`src/hw/rtl/hls_color_shade_top_macros.svh`:
```
// Assertion macros for hls_color_shade_top.
`ifndef HLS_COLOR_SHADE_TOP_MACROS_SVH
`define HLS_COLOR_SHADE_TOP_MACROS_SVH
`ifndef SYNTHESIS
`define HCS_ASSERT_SAME(label, clk, rst, ante, cons) \
   label: assert property (@(posedge clk) disable iff (rst) (ante) |-> (cons)) \
      else $error("hcs: same-cycle check failed");
`define HCS_ASSERT_NEXT(label, clk, rst, ante, cons) \
   label: assert property (@(posedge clk) disable iff (rst) (ante) |=> (cons)) \
      else $error("hcs: next-cycle check failed");
`else
`define HCS_ASSERT_SAME(label, clk, rst, ante, cons)
`define HCS_ASSERT_NEXT(label, clk, rst, ante, cons)
`endif
`endif

```
`src/hw/rtl/hcs_pkg.sv`:
```
package hcs_pkg;

   localparam int PIX_W     = 24;
   localparam int FRAC_W    = 17;
   localparam int GAIN_W    = 16;
   localparam int HUE_W     = 16;
   localparam int DIV_NUM_W = 24;
   localparam int DIV_DEN_W = 8;
   localparam int DIV_QUO_W = 17;
   localparam int DIV_LANES = 2;
   localparam int LANE_SAT  = 0;
   localparam int LANE_HUE  = 1;
   localparam int NUM_CHAN  = 3;

   localparam logic [FRAC_W-1:0] FRAC_ONE  = 17'd65536;
   localparam logic [FRAC_W-1:0] FRAC_HALF = 17'd32768;

   localparam logic [HUE_W-1:0] DEG60  = 16'd7680;
   localparam logic [HUE_W-1:0] DEG120 = 16'd15360;
   localparam logic [HUE_W-1:0] DEG180 = 16'd23040;
   localparam logic [HUE_W-1:0] DEG240 = 16'd30720;
   localparam logic [HUE_W-1:0] DEG360 = 16'd46080;

   // ceil(2^32/255): sum*65536/510 == (sum*L_RECIP) >> 17
   localparam logic [24:0] L_RECIP     = 25'd16843010;
   // ceil(2^25/15): x/15 == (x*DIV15_RECIP) >> 25 for x < 2^21
   localparam logic [21:0] DIV15_RECIP = 22'd2236963;

   localparam logic [GAIN_W-1:0] GAIN_UNITY = 16'd4096;

   typedef enum logic [1:0] {HUE_RED, HUE_GREEN, HUE_BLUE} hcs_hue_sel_type;
   typedef enum logic [1:0] {SEG_RISE, SEG_HIGH, SEG_FALL, SEG_LOW} hcs_seg_type;
   typedef enum logic [1:0] {CSR_LIGHT_GAIN, CSR_SAT_GAIN, CSR_LIGHTEN_MODE} hcs_csr_type;

   typedef struct packed {
      hcs_hue_sel_type    hue_sel;
      logic               neg;
      logic [FRAC_W-1:0]  light;
   } hcs_side_type;

endpackage

```
`src/hw/rtl/hcs_div.sv`:
```
module hcs_div import hcs_pkg::*; (
   input  logic                                  clock,
   input  logic                                  reset,
   input  logic                                  en,
   input  logic                                  up_valid,
   input  logic [DIV_LANES-1:0][DIV_NUM_W-1:0]   up_num,
   input  logic [DIV_LANES-1:0][DIV_DEN_W-1:0]   up_den,
   input  hcs_side_type                          up_side,
   output logic                                  dn_valid,
   output logic [DIV_LANES-1:0][DIV_QUO_W-1:0]   dn_quo,
   output hcs_side_type                          dn_side
);

   // one quotient bit per stage; numerator must be below den << DIV_QUO_W
   logic [DIV_QUO_W-1:0] valid_ff;
   hcs_side_type         side_ff [DIV_QUO_W];
   logic [DIV_DEN_W-1:0] rem_ff  [DIV_LANES][DIV_QUO_W];
   logic [DIV_DEN_W-1:0] rem_in  [DIV_LANES][DIV_QUO_W];
   logic [DIV_DEN_W-1:0] den_ff  [DIV_LANES][DIV_QUO_W];
   logic [DIV_DEN_W-1:0] den_in  [DIV_LANES][DIV_QUO_W];
   logic [DIV_QUO_W-1:0] work_ff [DIV_LANES][DIV_QUO_W];
   logic [DIV_QUO_W-1:0] work_in [DIV_LANES][DIV_QUO_W];

   for (genvar l = 0; l < DIV_LANES; l++) begin : g_lane
      for (genvar s = 0; s < DIV_QUO_W; s++) begin : g_stage
         logic [DIV_DEN_W-1:0] rem_src, den_src;
         logic [DIV_QUO_W-1:0] work_src;
         logic [DIV_DEN_W:0]   trial;
         logic                 hit;
         if (s == 0) begin : g_first
            assign rem_src  = DIV_DEN_W'(up_num[l][DIV_NUM_W-1:DIV_QUO_W]);
            assign work_src = up_num[l][DIV_QUO_W-1:0];
            assign den_src  = up_den[l];
         end else begin : g_next
            assign rem_src  = rem_ff[l][s-1];
            assign work_src = work_ff[l][s-1];
            assign den_src  = den_ff[l][s-1];
         end
         always_comb begin
            trial = {rem_src, work_src[DIV_QUO_W-1]};
            hit   = (trial >= {1'b0, den_src});
            rem_in[l][s]  = hit ? DIV_DEN_W'(trial - {1'b0, den_src})
                                : trial[DIV_DEN_W-1:0];
            work_in[l][s] = {work_src[DIV_QUO_W-2:0], hit};
            den_in[l][s]  = den_src;
         end
         always_ff @(posedge clock) begin
            if (en) begin
               rem_ff[l][s]  <= rem_in[l][s];
               work_ff[l][s] <= work_in[l][s];
               den_ff[l][s]  <= den_in[l][s];
            end
         end
      end
      assign dn_quo[l] = work_ff[l][DIV_QUO_W-1];
   end

   always_ff @(posedge clock) begin
      if (reset) begin
         valid_ff <= '0;
      end else if (en) begin
         valid_ff <= {valid_ff[DIV_QUO_W-2:0], up_valid};
      end
   end

   always_ff @(posedge clock) begin
      if (en) begin
         side_ff[0] <= up_side;
         for (int s = 1; s < DIV_QUO_W; s++) begin
            side_ff[s] <= side_ff[s-1];
         end
      end
   end

   assign dn_valid = valid_ff[DIV_QUO_W-1];
   assign dn_side  = side_ff[DIV_QUO_W-1];

endmodule

```
`config.mk`:
```
export PLATFORM = sky130hd
export DESIGN_NAME = hcs_div
export DESIGN_NICKNAME = d
export VERILOG_FILES = /design/src/hw/rtl/hls_color_shade_top_macros.svh /design/src/hw/rtl/hcs_pkg.sv /design/src/hw/rtl/hcs_div.sv
export SDC_FILE = /design/constraint.sdc
export NUM_CORES = 2
export LEC_CHECK = 0
export ABC_CLOCK_PERIOD_IN_PS = 3600
export BUFFER_PORTS_ARGS = -buffer_cell sky130_fd_sc_hd__buf_2
export CAP_MARGIN = 20
export CORE_MARGIN = 5
export CORE_UTILIZATION = 40
export CTS_BUF_LIST = sky130_fd_sc_hd__clkbuf_4 sky130_fd_sc_hd__clkbuf_8
export CTS_CLUSTER_SIZE = 10
export DETAILED_ROUTE_END_ITERATION = 8
export SKIP_LAST_GASP = 1
export SYNTH_ARGS = -nofsm -noshare
export SYNTH_HDL_FRONTEND = slang
export SYNTH_SLANG_ARGS = --single-unit
```
`constraint.sdc`:
```
create_clock -name clock -period 3.6 [get_ports clock]
set_clock_uncertainty 0.05 [all_clocks]
set_input_delay 0.54 -clock clock [delete_from_list [all_inputs] [get_ports clock]]
set_output_delay 0.54 -clock clock [all_outputs]
set_load 0.02 [all_outputs]
```
# Yosys cells after proc, flatten, opt, wreduce, memory -nomap -nowiden
# Memory sizes are Yosys's and may differ from the RTL's.
# Index checks and enable logic that the tools add are counted.
[totals] ff_bits=17 ramBits=1462 output_inout_bits=55 wordCells=109 mem_count=4
[op_classes] add_sub_neg=34 magnitude_cmp=34 n_mux=36
[memory_table] memory="work_ff" words=2 width=289 rd=2 rd_clocked_by_memory_dff=0 wr=2 line="hcs_div.sv:21" rtl="logic [DIV_QUO_W-1:0] work_ff [DIV_LANES][DIV_QUO_W];"
[memory_table] memory="side_ff" words=17 width=20 rd=17 rd_clocked_by_memory_dff=0 wr=17 line="hcs_div.sv:16" rtl="hcs_side_type side_ff [DIV_QUO_W];"
[memory_table] memory="den_ff" words=2 width=136 rd=2 rd_clocked_by_memory_dff=0 wr=2 line="hcs_div.sv:19" rtl="logic [DIV_DEN_W-1:0] den_ff [DIV_LANES][DIV_QUO_W];"
[memory_table] memory="rem_ff" words=2 width=136 rd=2 rd_clocked_by_memory_dff=0 wr=2 line="hcs_div.sv:17" rtl="logic [DIV_DEN_W-1:0] rem_ff [DIV_LANES][DIV_QUO_W];"
[op_table] cell="9-bit by 8-bit >= comparator with 1-bit output" count=32
[op_table] cell="8-bit 2-to-1 mux" count=34
[op_table] cell="8-bit subtractor" count=34
[op_table] cell="8-bit >= comparator" count=2
[op_table] cell="1-bit 2-to-1 mux" count=2

# Logic depth before layout (Yosys ltp)
# An unclocked memory read counts as a cell.
[logic_depth] depth_word=3 ltp_mapped=8 ltp_nobuf=8

# Worst setup path after synthesis
# No wires, ideal clock.
[synth_path] path_kind="input to register" startpoint="input up_num[16] (netlist name)" endpoint="memory rem_ff[0][130] (netlist name) (data pin)" setup_time_ns=0.260 t_arrival_ns=2.310 slack_ns=0.980 path_stages=8 path_buffers=0 path_cell_list="inv_1 ha_1 fa_1 nand2b_1 a21oi_1 o2111ai_1 a21oi_4 mux2_2"
[synth_lines] item="from (decl)" line="hcs_div.sv:6" rtl="input logic [DIV_LANES-1:0][DIV_NUM_W-1:0] up_num,"
[synth_lines] item="to (decl)" line="hcs_div.sv:17"

==> impl_table.tex <==
\begin{tabular}{lr}
\hline
Metric & Value \\
\hline
\multicolumn{2}{l}{\textbf{Status}} \\
\quad Outcome & completed \\
\multicolumn{2}{l}{\textbf{STA}} \\
\quad Transition at the pin with the smallest max-transition slack & 0.888 ns \\
\quad Time the final worst path needs with I/O delays and setup & 2.52 ns \\
\quad Final clock period utilization by the worst path & 70.0\% \\
\quad Final hold vios & 0 \\
\quad Setup repair after global routing missed its margin & false \\
\quad Fmax & 397 MHz \\
\quad Hold WS & 0.255 ns \\
\quad Final-report max-slew violation count & 0 \\
\quad Final setup fails & 0 \\
\quad Final TNS setup & 0 ns \\
\quad Headroom to the max-slew limit & 40.8\% \\
\multicolumn{2}{l}{\textbf{GRT}} \\
\quad Global-route wire length before repair & 149000 um \\
\quad Largest net degree at the start of global routing & 144 \\
\quad Initial antenna violation count & 1 \\
\quad All-layer global routing usage & 11.5\% \\
\quad Remaining global-route overflow & 0 \\
\quad Vias in the first global route & 30800 \\
\multicolumn{2}{l}{\textbf{Power}} \\
\quad Net Sw Frac & 28.5\% \\
\quad Internal Pwr Total & 34500 uW \\
\quad Power share of the sequential group & 47.3\% \\
\quad Net Switching & 13700 uW \\
\quad Clock power frac & 28.3\% \\
\quad Peak ir drop on the vdd network & 0.000332 V \\
\quad Combinational cell fraction of total power & 24.4\% \\
\quad Leakage component of the power & 0.0256 uW \\
\quad Pwr dens & 708 mW/mm2 \\
\multicolumn{2}{l}{\textbf{Synthesis}} \\
\quad Share of synthesized area spent on multiplexers & 1.78\% \\
\quad Cell type with the highest aggregate area in the netlist & sky130\_fd\_sc\_hd\_\_edfxtp\_1 \\
\quad Basic-gate share of the synthesized area counting and, or, nand and nor cells & 5.13\% \\
\quad Number of enable flip-flop cells after synthesis & 1430 \\
\quad Adder-cell area share of the yosys netlist & 6.85\% \\
\quad Number of flip-flops and latches in the synthesized netlist & 1447 \\
\quad Asr flop ratio synth & 0\% \\
\quad Largest family of logic cells by synthesized area & compound AO/OA/AOI/OAI gates \\
\quad Sequential-to-total area share from yosys stat & 73.3\% \\
\quad Post-synthesis cell count & 3806 \\
\quad Count of different cell masters after synthesis & 62 \\
\quad Synthesized area divided by synthesized cell count & 15.5 um2 \\
\quad Area share of the leading cell type in the synthesized netlist & 72.7\% \\
\quad Ys Warns & 0 \\
\quad Synth Net Count & 4198 \\
\quad Synth Cell Area & 0.0590 mm2 \\
\quad Biggest area contributors in the synthesized netlist & sky130\_fd\_sc\_hd\_\_edfxtp\_1, sky130\_fd\_sc\_hd\_\_ha\_1, sky130\_fd\_sc\_hd\_\_inv\_1, sky130\_fd\_sc\_hd\_\_o21a\_1, sky130\_fd\_sc\_hd\_\_o21ai\_0 \\
\quad Most used flip-flop cell after synthesis & sky130\_fd\_sc\_hd\_\_edfxtp\_1 \\
\quad Area fraction in compound gates after synthesis & 8.49\% \\
\quad Post-Synth XOR/XNOR Area & 1.41\% \\
\multicolumn{2}{l}{\textbf{Setup path}} \\
\quad Worst-case register-to-register setup slack & 1.11 ns \\
\quad Cell chain of the critical path & dlygate4sd3\_1 > buf\_2 > inv\_1 > ha\_1 > fa\_1 > nand2b\_1 > a21oi\_1 > o2111ai\_1 > a21oi\_4 > mux2\_2 \\
\quad Reg-to-reg endpoint & rem\_ff[0][10] \\
\quad Startpoint Class & input pin \\
\quad Worst r2r path cells & 7 \\
\quad Slowest cell delay on critical path & 0.52 ns \\
\quad Kind of cell with the highest combined delay on the critical path & compound AO/OA/AOI/OAI gates \\
\quad Worst path slowest cell & sky130\_fd\_sc\_hd\_\_dlygate4sd3\_1 \\
\quad Worst Setup Path Type & input pin to flip-flop \\
\quad CP endpoint kind & flip-flop \\
\quad Critical path fanouts, max & 9 \\
\quad WP data arrival & 3.13 ns \\
\quad R2r startpoint & den\_ff[0][17] \\
\quad Crit path buf inv count & 3 \\
\quad Critical path required time & 4.21 ns \\
\multicolumn{2}{l}{\textbf{Floorplanning}} \\
\quad Starting density of the core & 40.1\% \\
\quad Die Width & 394 um \\
\quad Placeable core area & 0.147 mm2 \\
\quad Total Die Area & 0.155 mm2 \\
\quad Die Ht & 394 um \\
\quad Total number of placement rows & 141 \\
\quad I/O pin cnt & 143 \\
\multicolumn{2}{l}{\textbf{CTS}} \\
\quad CTS tree & built \\
\quad CTS root buf & sky130\_fd\_sc\_hd\_\_clkbuf\_8 \\
\quad Quantity of gates resized following cts & 0 \\
\quad Number of buffers inserted by post-CTS setup repair & 0 \\
\quad Maximum buffer depth of the clock tree & 3 \\
\quad Clock net sink count & 1447 \\
\quad Number of clock buffers inserted by TritonCTS & 232 \\
\quad Number of H-tree levels & 4 \\
\quad Clock-pin slew on the worst setup and hold paths & 0.06 ns \\
\quad Clock latency at the later pin of the worst-skew pair & 0.91 ns \\
\multicolumn{2}{l}{\textbf{Route}} \\
\quad Wire length per cell after detailed routing & 14.0 um \\
\quad Detailed router's first-iteration violation count & 1483 \\
\quad Remaining number of nets flagged by the antenna check after routing & 0 \\
\quad Total iterations of the first detailed-routing run & 6 \\
\quad Final wirelength & 89500 um \\
\quad Total number of vias & 30500 \\
\quad Count of unresolved DRC violations after routing & 0 \\
\quad Via density per instance & 4.75 \\
\multicolumn{2}{l}{\textbf{Place}} \\
\quad Number of buffers inserted by port buffering & 142 \\
\quad Weighted congestion at the end of routability-driven global placement & 0.822 \\
\quad Inst Count DP & 5902 \\
\quad Placed wire-length estimate after detailed placement & 58200 um \\
\quad Area of placed instances & 0.0626 mm2 \\
\multicolumn{2}{l}{\textbf{Hold path}} \\
\quad Worst hold path cell count & 2 \\
\quad Class of the tightest hold or removal check & input pin to flip-flop \\
\quad Hold endpoint & side\_ff[0][1] \\
\quad Min-Delay Startpoint & up\_side[1] \\
\multicolumn{2}{l}{\textbf{Cells and area}} \\
\quad Area growth syn-to-layout & 15.3\% \\
\quad Final non-filler cell area & 0.0681 mm2 \\
\quad Share of final-layout standard cells stronger than drive strength 1 & 13.6\% \\
\quad Non-filler cells in the finished layout & 6408 \\
\quad Final nets & 4686 \\
\quad Final standard cell utilization of the core & 46.2\% \\
\multicolumn{2}{l}{\textbf{Run}} \\
\quad Number of violations of the max-capacitance limit & 0 \\
\hline
\end{tabular}
## through the flow
stage               power, uW  setup WS (ns)
floorplan               31800          0.980
global placement        34500          0.722
detailed placement      34900          0.686
CTS                     49000           1.10
global route            51500          0.959
finish                  48200           1.08
## how the worst max path moves through the flow
| stage | startpoint | to | slack [ns] | cells past startpoint |
|---|---|---|---|---|
| 2_1_floorplan | up_num[16] | rem_ff[0][130] | 0.98 | 8 |
| 3_3_place_gp | up_num[16] | rem_ff[0][133] | 0.72 | 9 |
| 3_5_place_dp | up_num[16] | rem_ff[0][135] | 0.69 | 9 |
| 4_1_cts | den_ff[0][17] | rem_ff[0][10] | 1.10 | 7 |
| 5_1_grt | rem_ff[0][29] | rem_ff[0][18] | 0.96 | 6 |
| 6_report | up_num[40] | rem_ff[1][130] | 1.08 | 10 |
## power groups by stage
| stage | combinational, uW | clock, uW | sequential, uW |
|---|---|---|---|
| after floorplan | 9020 | 0 | 22800 |
| after global placement | 11400 | 0 | 23100 |
| after detailed placement | 11700 | 0 | 23200 |
| after CTS | 11800 | 14300 | 22900 |
| after global routing | 13300 | 15100 | 23100 |
| final | 11800 | 13600 | 22800 |
## state kept, by name, indices dropped and copies added, names as in the netlist
register  cells
den_ff      256
rem_ff      256
side_ff     340
valid_ff     17
work_ff     578
## logic make-up (layout without fill, tap and decap cells)
group	after synthesis	count (layout)
DFF	1447	1447
AOI/OAI and AO/OA	748	748
and+or+nand+nor	641	641
buffers and inverters	472	1142
adders and majority gates	304	304
muxes	99	99
xor gates and xnor gates	95	95
other	0	2
## routing by layer
| layer | up-vias | routed length (um) | track usage [%] |
|---|---|---|---|
| li1 | 15300 | - | - |
| met1 | 14400 | 37200 | 13.3 |
| met2 | 520 | 45600 | 20.3 |
| met3 | 210 | 3810 | 2.88 |
| met4 | 0 | 2930 | 4.90 |
| met5 | - | 0 | 0 |
## layout make-up
class / instances / area, um2
sequential: 1447 / 43300
inverter: 444 / 1670
tap: 1930 / 2410
clock inverter: 120 / 897
multi-input combinational: 1887 / 14000
clock buffer: 296 / 3680
fill: 12700 / 79200
timing repair buffer: 282 / 2170
antenna: 2 / 5.00
## placed cells by master (no fill, tap or decap), types with 106 or more instances in the layout
cell type                     n
sky130_fd_sc_hd__inv_1      444
sky130_fd_sc_hd__a21oi_1    130
sky130_fd_sc_hd__nor2_1     106
sky130_fd_sc_hd__o21a_1     154
sky130_fd_sc_hd__buf_2      141
sky130_fd_sc_hd__o21ai_0    185
sky130_fd_sc_hd__nand2_1    246
sky130_fd_sc_hd__clkbuf_8   233
sky130_fd_sc_hd__edfxtp_1  1430
sky130_fd_sc_hd__ha_1       272
## cells in the mapped netlist, drive strengths merged, types with 11 or more instances
cell type  number
xnor2          67
o221ai         22
mux2           50
inv           444
o21ai         189
a32oi          18
nor3           86
nand2b         30
o211ai         28
clkbuf         19
nor2          106
a21boi         11
a31oi          27
a21oi         137
mux2i          49
nand3          34
xor2           28
dfxtp          17
o31ai          68
edfxtp       1430
o31a           30
ha            272
nor4           22
fa             32
a21o           22
o21a          154
nor2b          85
nand2         246
## what timing repair did
item / 4_1_cts / 5_1_grt
endpoints found under the hold margin: 134 / 0
endpoints found under the setup margin: 0 / 0
hold buffers: 88 / 0
No activity file was read; power rests on OpenSTA's default activity.
