===== src/hw/rtl/hls_color_shade_top_macros.svh =====
// Assertion macros for hls_color_shade_top.
`ifndef HLS_COLOR_SHADE_TOP_MACROS_SVH
`define HLS_COLOR_SHADE_TOP_MACROS_SVH
`ifndef SYNTHESIS
`define HCS_ASSERT_SAME(label, clk, rst, ante, cons) \
   label: assert property (@(posedge clk) disable iff (rst) (ante) |-> (cons)) \
      else $error("hcs: same-cycle check failed");
`define HCS_ASSERT_NEXT(label, clk, rst, ante, cons) \
   label: assert property (@(posedge clk) disable iff (rst) (ante) |=> (cons)) \
      else $error("hcs: next-cycle check failed");
`else
`define HCS_ASSERT_SAME(label, clk, rst, ante, cons)
`define HCS_ASSERT_NEXT(label, clk, rst, ante, cons)
`endif
`endif


===== src/hw/rtl/hcs_pkg.sv =====
package hcs_pkg;

   localparam int PIX_W     = 24;
   localparam int FRAC_W    = 17;
   localparam int GAIN_W    = 16;
   localparam int HUE_W     = 16;
   localparam int DIV_NUM_W = 24;
   localparam int DIV_DEN_W = 8;
   localparam int DIV_QUO_W = 17;
   localparam int DIV_LANES = 2;
   localparam int LANE_SAT  = 0;
   localparam int LANE_HUE  = 1;
   localparam int NUM_CHAN  = 3;

   localparam logic [FRAC_W-1:0] FRAC_ONE  = 17'd65536;
   localparam logic [FRAC_W-1:0] FRAC_HALF = 17'd32768;

   localparam logic [HUE_W-1:0] DEG60  = 16'd7680;
   localparam logic [HUE_W-1:0] DEG120 = 16'd15360;
   localparam logic [HUE_W-1:0] DEG180 = 16'd23040;
   localparam logic [HUE_W-1:0] DEG240 = 16'd30720;
   localparam logic [HUE_W-1:0] DEG360 = 16'd46080;

   // ceil(2^32/255): sum*65536/510 == (sum*L_RECIP) >> 17
   localparam logic [24:0] L_RECIP     = 25'd16843010;
   // ceil(2^25/15): x/15 == (x*DIV15_RECIP) >> 25 for x < 2^21
   localparam logic [21:0] DIV15_RECIP = 22'd2236963;

   localparam logic [GAIN_W-1:0] GAIN_UNITY = 16'd4096;

   typedef enum logic [1:0] {HUE_RED, HUE_GREEN, HUE_BLUE} hcs_hue_sel_type;
   typedef enum logic [1:0] {SEG_RISE, SEG_HIGH, SEG_FALL, SEG_LOW} hcs_seg_type;
   typedef enum logic [1:0] {CSR_LIGHT_GAIN, CSR_SAT_GAIN, CSR_LIGHTEN_MODE} hcs_csr_type;

   typedef struct packed {
      hcs_hue_sel_type    hue_sel;
      logic               neg;
      logic [FRAC_W-1:0]  light;
   } hcs_side_type;

endpackage


===== src/hw/rtl/hcs_back.sv =====
module hcs_back import hcs_pkg::*; (
   input  logic                                  clock,
   input  logic                                  reset,
   input  logic                                  en,
   input  logic [GAIN_W-1:0]                     light_gain,
   input  logic [GAIN_W-1:0]                     sat_gain,
   input  logic                                  lighten_mode,
   input  logic                                  up_valid,
   input  logic [DIV_LANES-1:0][DIV_QUO_W-1:0]   up_quo,
   input  hcs_side_type                          up_side,
   output logic                                  dn_valid,
   output logic [PIX_W-1:0]                      dn_pixel
);

   localparam int NSTAGE = 7;

   logic [NSTAGE-1:0] valid_ff;

   // hue and scaling products
   logic signed [17:0] hue_c;
   logic [HUE_W-1:0]   base_c;
   logic [FRAC_W-1:0]  lx_c, sx_c;
   logic [HUE_W-1:0]   hue_c_ff, hue_d_ff, hue_e_ff;
   logic [32:0]        pl_c_ff, ps_c_ff, pl_c_in, ps_c_in;

   // clamp and unfold
   logic [FRAC_W-1:0]  lcl_d, scl_d, l_d_in, s_d_in, l_d_ff, s_d_ff;

   // m2 product
   logic [FRAC_W-1:0]  a_e;
   logic [33:0]        pm_e_in, pm_e_ff;
   logic [FRAC_W-1:0]  l_e_ff;

   // m1, m2 and channel hues
   logic [FRAC_W:0]    m2_w, m1_w;
   logic [FRAC_W-1:0]  m1_f_ff, m2_f_ff, m1_g_ff, m2_g_ff;
   logic [HUE_W-1:0]   hue_f_in [NUM_CHAN];
   logic [HUE_W-1:0]   hue_f_ff [NUM_CHAN];

   // mix products
   logic [FRAC_W-1:0]  dm_g;
   logic [12:0]        t_g      [NUM_CHAN];
   hcs_seg_type        seg_g_in [NUM_CHAN];
   hcs_seg_type        seg_g_ff [NUM_CHAN];
   logic [29:0]        mp_g_in  [NUM_CHAN];
   logic [29:0]        mp_g_ff  [NUM_CHAN];

   // divide by 7680 and select
   logic [42:0]        qq_h     [NUM_CHAN];
   logic [FRAC_W-1:0]  v_h_in   [NUM_CHAN];
   logic [FRAC_W-1:0]  v_h_ff   [NUM_CHAN];

   // byte conversion
   logic [24:0]        bw_i     [NUM_CHAN];
   logic [PIX_W-1:0]   pix_in, pix_ff;

   always_comb begin
      case (up_side.hue_sel)
         HUE_RED:   base_c = '0;
         HUE_GREEN: base_c = DEG120;
         HUE_BLUE:  base_c = DEG240;
         default:   base_c = '0;
      endcase
      hue_c = up_side.neg
              ? signed'({2'b00, base_c}) - signed'({1'b0, up_quo[LANE_HUE]})
              : signed'({2'b00, base_c}) + signed'({1'b0, up_quo[LANE_HUE]});
      if (hue_c < 0) hue_c = hue_c + signed'({2'b00, DEG360});
      lx_c = lighten_mode ? FRAC_ONE - up_side.light : up_side.light;
      sx_c = lighten_mode ? FRAC_ONE - up_quo[LANE_SAT] : up_quo[LANE_SAT];
      pl_c_in = {16'd0, lx_c} * {17'd0, light_gain};
      ps_c_in = {16'd0, sx_c} * {17'd0, sat_gain};
   end

   always_comb begin
      lcl_d  = (pl_c_ff[32:12] > 21'(FRAC_ONE)) ? FRAC_ONE : pl_c_ff[28:12];
      scl_d  = (ps_c_ff[32:12] > 21'(FRAC_ONE)) ? FRAC_ONE : ps_c_ff[28:12];
      l_d_in = lighten_mode ? FRAC_ONE - lcl_d : lcl_d;
      s_d_in = lighten_mode ? FRAC_ONE - scl_d : scl_d;
   end

   always_comb begin
      a_e     = (l_d_ff <= FRAC_HALF) ? l_d_ff : FRAC_ONE - l_d_ff;
      pm_e_in = {17'd0, a_e} * {17'd0, s_d_ff};
   end

   always_comb begin
      logic signed [17:0] raw;
      m2_w = {1'b0, l_e_ff} + {1'b0, pm_e_ff[32:16]};
      m1_w = {l_e_ff, 1'b0} - m2_w;
      for (int c = 0; c < NUM_CHAN; c++) begin
         case (c)
            0:       raw = signed'({2'b00, hue_e_ff}) + signed'({2'b00, DEG120});
            2:       raw = signed'({2'b00, hue_e_ff}) - signed'({2'b00, DEG120});
            default: raw = signed'({2'b00, hue_e_ff});
         endcase
         if (raw > signed'({2'b00, DEG360})) raw = raw - signed'({2'b00, DEG360});
         if (raw < 0) raw = raw + signed'({2'b00, DEG360});
         hue_f_in[c] = raw[HUE_W-1:0];
      end
   end

   always_comb begin
      dm_g = m2_f_ff - m1_f_ff;
      for (int c = 0; c < NUM_CHAN; c++) begin
         if (hue_f_ff[c] < DEG60) begin
            seg_g_in[c] = SEG_RISE;
            t_g[c]      = hue_f_ff[c][12:0];
         end else if (hue_f_ff[c] < DEG180) begin
            seg_g_in[c] = SEG_HIGH;
            t_g[c]      = '0;
         end else if (hue_f_ff[c] < DEG240) begin
            seg_g_in[c] = SEG_FALL;
            t_g[c]      = 13'(DEG240 - hue_f_ff[c]);
         end else begin
            seg_g_in[c] = SEG_LOW;
            t_g[c]      = '0;
         end
         mp_g_in[c] = {13'd0, dm_g} * {17'd0, t_g[c]};
      end
   end

   always_comb begin
      for (int c = 0; c < NUM_CHAN; c++) begin
         qq_h[c] = {22'd0, mp_g_ff[c][29:9]} * {21'd0, DIV15_RECIP};
         case (seg_g_ff[c])
            SEG_RISE, SEG_FALL: v_h_in[c] = m1_g_ff + qq_h[c][41:25];
            SEG_HIGH:           v_h_in[c] = m2_g_ff;
            SEG_LOW:            v_h_in[c] = m1_g_ff;
            default:            v_h_in[c] = m1_g_ff;
         endcase
      end
   end

   always_comb begin
      for (int c = 0; c < NUM_CHAN; c++) begin
         bw_i[c] = {v_h_ff[c], 8'd0} - {8'd0, v_h_ff[c]} + 25'd255;
         pix_in[PIX_W-1-8*c -: 8] = (bw_i[c][24:16] > 9'd255) ? 8'd255 : bw_i[c][23:16];
      end
   end

   always_ff @(posedge clock) begin
      if (reset) begin
         valid_ff <= '0;
      end else if (en) begin
         valid_ff <= {valid_ff[NSTAGE-2:0], up_valid};
      end
   end

   always_ff @(posedge clock) begin
      if (en) begin
         hue_c_ff <= hue_c[HUE_W-1:0];
         pl_c_ff  <= pl_c_in;
         ps_c_ff  <= ps_c_in;
         hue_d_ff <= hue_c_ff;
         l_d_ff   <= l_d_in;
         s_d_ff   <= s_d_in;
         hue_e_ff <= hue_d_ff;
         l_e_ff   <= l_d_ff;
         pm_e_ff  <= pm_e_in;
         m1_f_ff  <= m1_w[FRAC_W-1:0];
         m2_f_ff  <= m2_w[FRAC_W-1:0];
         m1_g_ff  <= m1_f_ff;
         m2_g_ff  <= m2_f_ff;
         for (int c = 0; c < NUM_CHAN; c++) begin
            hue_f_ff[c] <= hue_f_in[c];
            seg_g_ff[c] <= seg_g_in[c];
            mp_g_ff[c]  <= mp_g_in[c];
            v_h_ff[c]   <= v_h_in[c];
         end
         pix_ff <= pix_in;
      end
   end

   assign dn_valid = valid_ff[NSTAGE-1];
   assign dn_pixel = pix_ff;

endmodule


===== config.mk =====
export PLATFORM = sky130hd
export DESIGN_NAME = hcs_back
export DESIGN_NICKNAME = d
export VERILOG_FILES = /design/src/hw/rtl/hls_color_shade_top_macros.svh /design/src/hw/rtl/hcs_pkg.sv /design/src/hw/rtl/hcs_back.sv
export SDC_FILE = /design/constraint.sdc
export NUM_CORES = 2
export LEC_CHECK = 0
export ABC_AREA = 1
export BUFFER_PORTS_ARGS = -buffer_cell sky130_fd_sc_hd__buf_2
export CAP_MARGIN = 20
export CORE_ASPECT_RATIO = 1.25
export CORE_UTILIZATION = 61
export DETAILED_ROUTE_END_ITERATION = 10
export GPL_ROUTABILITY_DRIVEN = 0
export PLACE_DENSITY = 0.77
export SETUP_SLACK_MARGIN = 0.1
export SYNTH_ARGS = -nofsm -noshare
export SYNTH_HDL_FRONTEND = slang
export SYNTH_SLANG_ARGS = --single-unit

===== constraint.sdc =====
create_clock -name clock -period 21.5 [get_ports clock]
set_input_delay 1.075 -clock clock [delete_from_list [all_inputs] [get_ports clock]]
set_output_delay 1.075 -clock clock [all_outputs]
set_load 0.02 [all_outputs]

* Word-level counts from Yosys, hierarchy flattened *
Memories as Yosys holds them, arrays and structs flattened.
Index checks and enable logic that the tools add are counted.

cells by class
  add/subtract/negate cells = 31
  multipliers = 9
  order comparisons = 22
  eq/ne operators = 11
  muxes and demuxes = 39
  reductions and logical operators = 6

operators with widths
  cell                    count
  $pmux 17 s3             3
  $mul 21x22->42 const B  3
  $mux 17                 7
  $mux 13                 9
  $lt 16x15->1 const B    6
  $mul 17x13->30          3
  $sub 17x17->17 const A  5
  $add 25x8->25 const B   3
  $sub 25x17->25          3
  $lt 18x1->1 const B     4
  $mux 18                 4
  $add 17x17->17          4
  $mul 17x16->33          2
  $add 16x16->16 const B  4
  $mux 16                 4
  $lt 16x13->1 const B    3
  $gt 21x17->1 const B    2
  $sub 13x13->13 const A  3
  $sub 17x17->17          2
  $mul 17x17->33          1
  $pmux 15 s2             1
  $gt 9x8->1 const B      3
  $add 16x17->18          1
  $sub 16x17->18          1
  other kinds (15)        37

word-level totals
  flip-flop bits (word level) = 297
  bits in writable memories = 195
  input bits = 91
  output and inout port bits = 25
  word-level logic and storage cells = 139
  memories kept = 4

memories
  name      depth  width  rd ports  clocked after Yosys merged registers in  wr ports  line            RTL
  mp_g_ff   3      30     3         0                                        3         hcs_back.sv:46  logic [29:0] mp_g_ff [NUM_CHAN];
  v_h_ff    3      17     3         0                                        3         hcs_back.sv:51  logic [FRAC_W-1:0] v_h_ff [NUM_CHAN];
  hue_f_ff  3      16     3         0                                        3         hcs_back.sv:38  logic [HUE_W-1:0] hue_f_ff [NUM_CHAN];
  seg_g_ff  3      2      3         0                                        3         hcs_back.sv:44  hcs_seg_type seg_g_ff [NUM_CHAN];

* Depth between registers and ports, before layout *
  depth in word-level cells = 6
  depth in mapped cells = 41
  depth with buffers taken out = 39

* Worst setup path after synthesis *
Ideal clock, no wire load.

  path kind = in2reg
  from = input port up_side[0] in the netlist's numbering
  to = register pl_c_ff[32], data pin
  library setup time = 0.262 ns
  arrival time = 7.575 ns
  required time = 21.238 ns
  setup slack = 13.662 ns
  cell stages on the path = 38
  buffers on the path = 3
  cells stage by stage = clkbuf_1 -> clkbuf_1 -> inv_1 -> ha_1 -> inv_1 -> nor2_1 -> inv_1 -> nor2_1 -> inv_1 -> nor3_2 -> nand2_1 -> nand2_1 -> or2_2 -> nand2_1 -> clkbuf_1 -> nand2_1 -> fa_1 -> inv_1 -> [2 not listed] -> fa_1 -> inv_1 -> fa_1 -> inv_1 -> fa_1 -> inv_1 -> fa_1 -> ha_1 -> nand2_1 -> nor2_1 -> inv_1 -> nor2_1 -> nand3_1 -> nand3_1 -> nand2_1 -> o211ai_1 -> a21oi_1 -> xor2_1

on the way
  longest elaborated chain between the ends = 3

ends and longest elaborated chain
  item                  line             RTL
  start, declared       hcs_back.sv:10   input hcs_side_type up_side,
  $sub 17x17->17        hcs_back.sv:68   lx_c = lighten_mode ? FRAC_ONE - up_side.light : up_side.light;
  $mux 17 (*)           hcs_back.sv:68
  $mul 17x16->33 (*)    hcs_back.sv:70   pl_c_in = {16'd0, lx_c} * {17'd0, light_gain};
  net pl_c_in[32]       hcs_back.sv:24   logic [32:0] pl_c_ff, ps_c_ff, pl_c_in, ps_c_in;
  end signal, assigned  hcs_back.sv:152  pl_c_ff <= pl_c_in;
  end, declared         hcs_back.sv:24

Mark *: on every way through the listed nets, which the timed path passes. The rest lies on a longest branch.
A chain may end at the register's enable or synchronous reset.

* Worst setup path in the final report *
  from = register l_d_ff[0]
  to = register pm_e_ff[29], data pin

on the way
  longest elaborated chain between the ends = 3
  elaborated cells between the ends (all ways) = 4
  classes of those cells = add/sub: 1; mul: 1; order compare: 1; mux: 1

ends and longest elaborated chain
  item                                            line             RTL
  start, declared                                 hcs_back.sv:27   logic [FRAC_W-1:0] lcl_d, scl_d, l_d_in, s_d_in, l_d_ff, s_d_ff;
  start signal, assigned                          hcs_back.sv:155  l_d_ff <= l_d_in;
  $sub 17x17->17 or $le 17x16->1 (tied branches)  hcs_back.sv:82   a_e = (l_d_ff <= FRAC_HALF) ? l_d_ff : FRAC_ONE - l_d_ff;
  $mux 17 (*)                                     hcs_back.sv:82
  $mul 17x17->33 (*)                              hcs_back.sv:83   pm_e_in = {17'd0, a_e} * {17'd0, s_d_ff};
  net pm_e_in[29]                                 hcs_back.sv:31   logic [33:0] pm_e_in, pm_e_ff;
  end signal, assigned                            hcs_back.sv:159  pm_e_ff <= pm_e_in;
  end, declared                                   hcs_back.sv:31

Marked as above.

==> metrics.txt <==
number of global-route vias before repair 75,280; worst hold stages 0; num ports 116; Worst Tran Pin Value 1142 ps; CP Launch Type register; FF-to-FF Start l_d_ff[0]$_DFFE_PP_; Clock H-tree levels 2; post-synthesis sequential element count 403; total track usage 32.84%; ys async rst share 0%; Post-DP Area 89,500 sq um; f_max 118.2 MHz; post-synthesis cell count 10,650; post_cts resized 0; first-pass GRT wire length 377,200 microns; RSZ-0062 raised after global routing no; CTS tree yes; Core Area 141,400 sq um; Slew Viols, Final 0; CP Max Fanout 19; EDFF count, synth 396; Ys Warns 0; Hold Buf Count CTS 0; antenna violations before repair 4; FF-to-FF path depth 32; DR vias 71,990; Mapped Nets 13,250; Setup crit end kind register; required time worst endpoint 21,880 ps; First DRT Iteration DRCs 5,894; Setup Skew 37.68 ps; largest net degree at the start of global routing 157; min Tclk post-route 8464 ps; per-cell routed wire length 18.58 microns; Tcrit/Tclk final 39.37%; grt total ovfl 0; total wire length 232,800 microns; Final Hold Viols 0; FP Rows 154; TritonRoute pass-1 iters 7; # diodes 0; Layout area overhead 4.436%; Starting Density 61.60%; Setup-failing EPs final 0; run status finished, final reports clean; Die X 340.0 microns; GR Util met3 4.726%; post-DP HPWL 192,300 microns; Hold Crit Start hue_d_ff[13]$_DFFE_PP_; Global Route met2 Usage 57.40%; met1 usage 37.21%; Critical Path Slowest Stage Cell edfxtp_1; Cell Area, Synth 87,120 sq um; most used routing layer met2; syn_area_per_cell 8.179 sq um; most common cell after layout, fill and taps aside inv_1; DRC errors left 0; CP Class register to register; cts bufs inserted 44; Worst Hold Class register to register; Main synth FF type edfxtp_1; post-synth cell types 73; die span in y 424.5 microns; most frequent cells in the layout inv_1 (2,517), nand2_1 (2,007), fa_1 (1,278), ha_1 (1,226), nor2_1 (1,011); Hold EP hue_e_ff[13]$_DFFE_PP_; fin area 90,990 sq um; post-synthesis sequential area ratio 13.81%; Clk Latency, worst-skew pair 650 ps; Worst EP arrival 8840 ps; Worst R2R Setup Slack 13,040 ps; Max-Slew Margin vs Limit 23.77%; Post-CTS Setup Repair Bufs 0; via density per instance 5.744; worst r2r dst pm_e_ff[29]$_DFFE_PP_; die area 144,400 sq um; Max Cap Violations 0; clk slew on worst S/H paths 60 ps; Final nets 13,220; clk root buf clkbuf_16; CP peak stage delay 720 ps; IO buf count 115; proportion of layout cells with a drive suffix above 1 3.367%; TNS Setup 0 ps; # clock sinks 403; antenna-violating nets left 0; clk buf depth 3; cell mode on critical path inv_1
cell type report:
cell class	instances	area (sq um)
clock buffer	51	1149
tap	1872	2342
clock inverter	29	344.1
inverter	2548	9564
timing repair buffer	156	905.9
fill	11790	50440
multi-input combinational	7474	64650
sequential	403	12030
logic make-up after synthesis:
| group | count (synthesis) | synth area share, % |
|---|---|---|
| simple gates | 3530 | 16.36 |
| buf+inv | 2775 | 12.05 |
| fa+ha+maj | 2504 | 46.97 |
| compound gates | 1110 | 7.442 |
| flops | 403 | 13.81 |
| xor+xnor | 328 | 3.340 |
| mux | 2 | 0.02585 |
synth_stat cells (all sizes together) (3+ instances only):
library cell  count  area, sq um
clkbuf          181        681.9
and2              3        18.77
nor2           1019         3850
o211ai           15        117.6
o21ai           287         1478
buf              46        249.0
nand3           218         1106
xor2            235         2088
nor3b             4        40.03
nand2          2044         7800
o21bai           30        240.2
a211oi           16        120.1
dfxtp             7        140.1
o2111ai           8        70.07
o21a             49        367.9
o31ai            15        131.4
nor3             92        475.5
or3               3        18.77
o221ai           45        394.1
ha             1226        15340
a21boi            8        60.06
or2              32        200.2
a21oi           481         2415
a221oi           12        105.1
nand3b           17        127.6
xnor2            93        822.0
a21o             28        210.2
edfxtp          396        11890
fa             1278        25580
a31oi            71        444.2
o22ai            36        245.2
inv            2538         9527
nor4             34        219.0
clkinv           10        37.54
nand4            62        387.9
worst max-delay path, delay by kind of cell, from the launching register on:
family,cells,cell delay (ps)
xor gates and xnor gates,2,660
adders and majority gates,8,3500
buffers and inverters,8,970
AOI/OAI and AO/OA,5,960
DFF,1,720
and+or+nand+nor,9,1360
metrics by stage:
stage	std cells	setup slack, ps	hold WS, ps	util (%)
global route	12530	12500	425.3	64.33
floorplan	10650	13660	400.3	-
detailed placement	12450	12990	405.4	63.28
finish	12530	13040	420.1	64.33
global placement	12450	13250	403.8	63.28
CTS	12530	13160	421.5	64.33
state kept, by name (all words and copies together) (netlist names), 17 cells and up:
register  flops
v_h_ff       51
m1_f_ff      17
s_d_ff       17
ps_c_ff      21
hue_f_ff     28
pm_e_ff      17
dn_pixel     24
l_d_ff       17
pl_c_ff      21
l_e_ff       17
m1_g_ff      17
mp_g_ff      63
per-layer routing:
layer / routed length, microns / share of wire [%]
met3: 17510 / 7.5
met1: 82980 / 36
met2: 113500 / 49
met4: 18840 / 8.1
met5: 44 / 0.019
worst max path at each step:
stage,start,end,slack (ps),cells after the start
6_report,l_d_ff[0]$_DFFE_PP_,pm_e_ff[29]$_DFFE_PP_,13040,32
2_1_floorplan,up_side[0],pl_c_ff[32]$_DFFE_PP_,13660,38
4_1_cts,l_d_ff[0]$_DFFE_PP_,pm_e_ff[29]$_DFFE_PP_,13160,34
5_1_grt,l_d_ff[0]$_DFFE_PP_,pm_e_ff[29]$_DFFE_PP_,12500,32
3_5_place_dp,up_side[0],pl_c_ff[31]$_DFFE_PP_,12990,35
3_3_place_gp,up_side[0],pl_c_ff[32]$_DFFE_PP_,13250,36
Power is left out: the tool's default activity adds up to more than one toggle a clock period on the data nets, which glitch-free logic cannot reach.
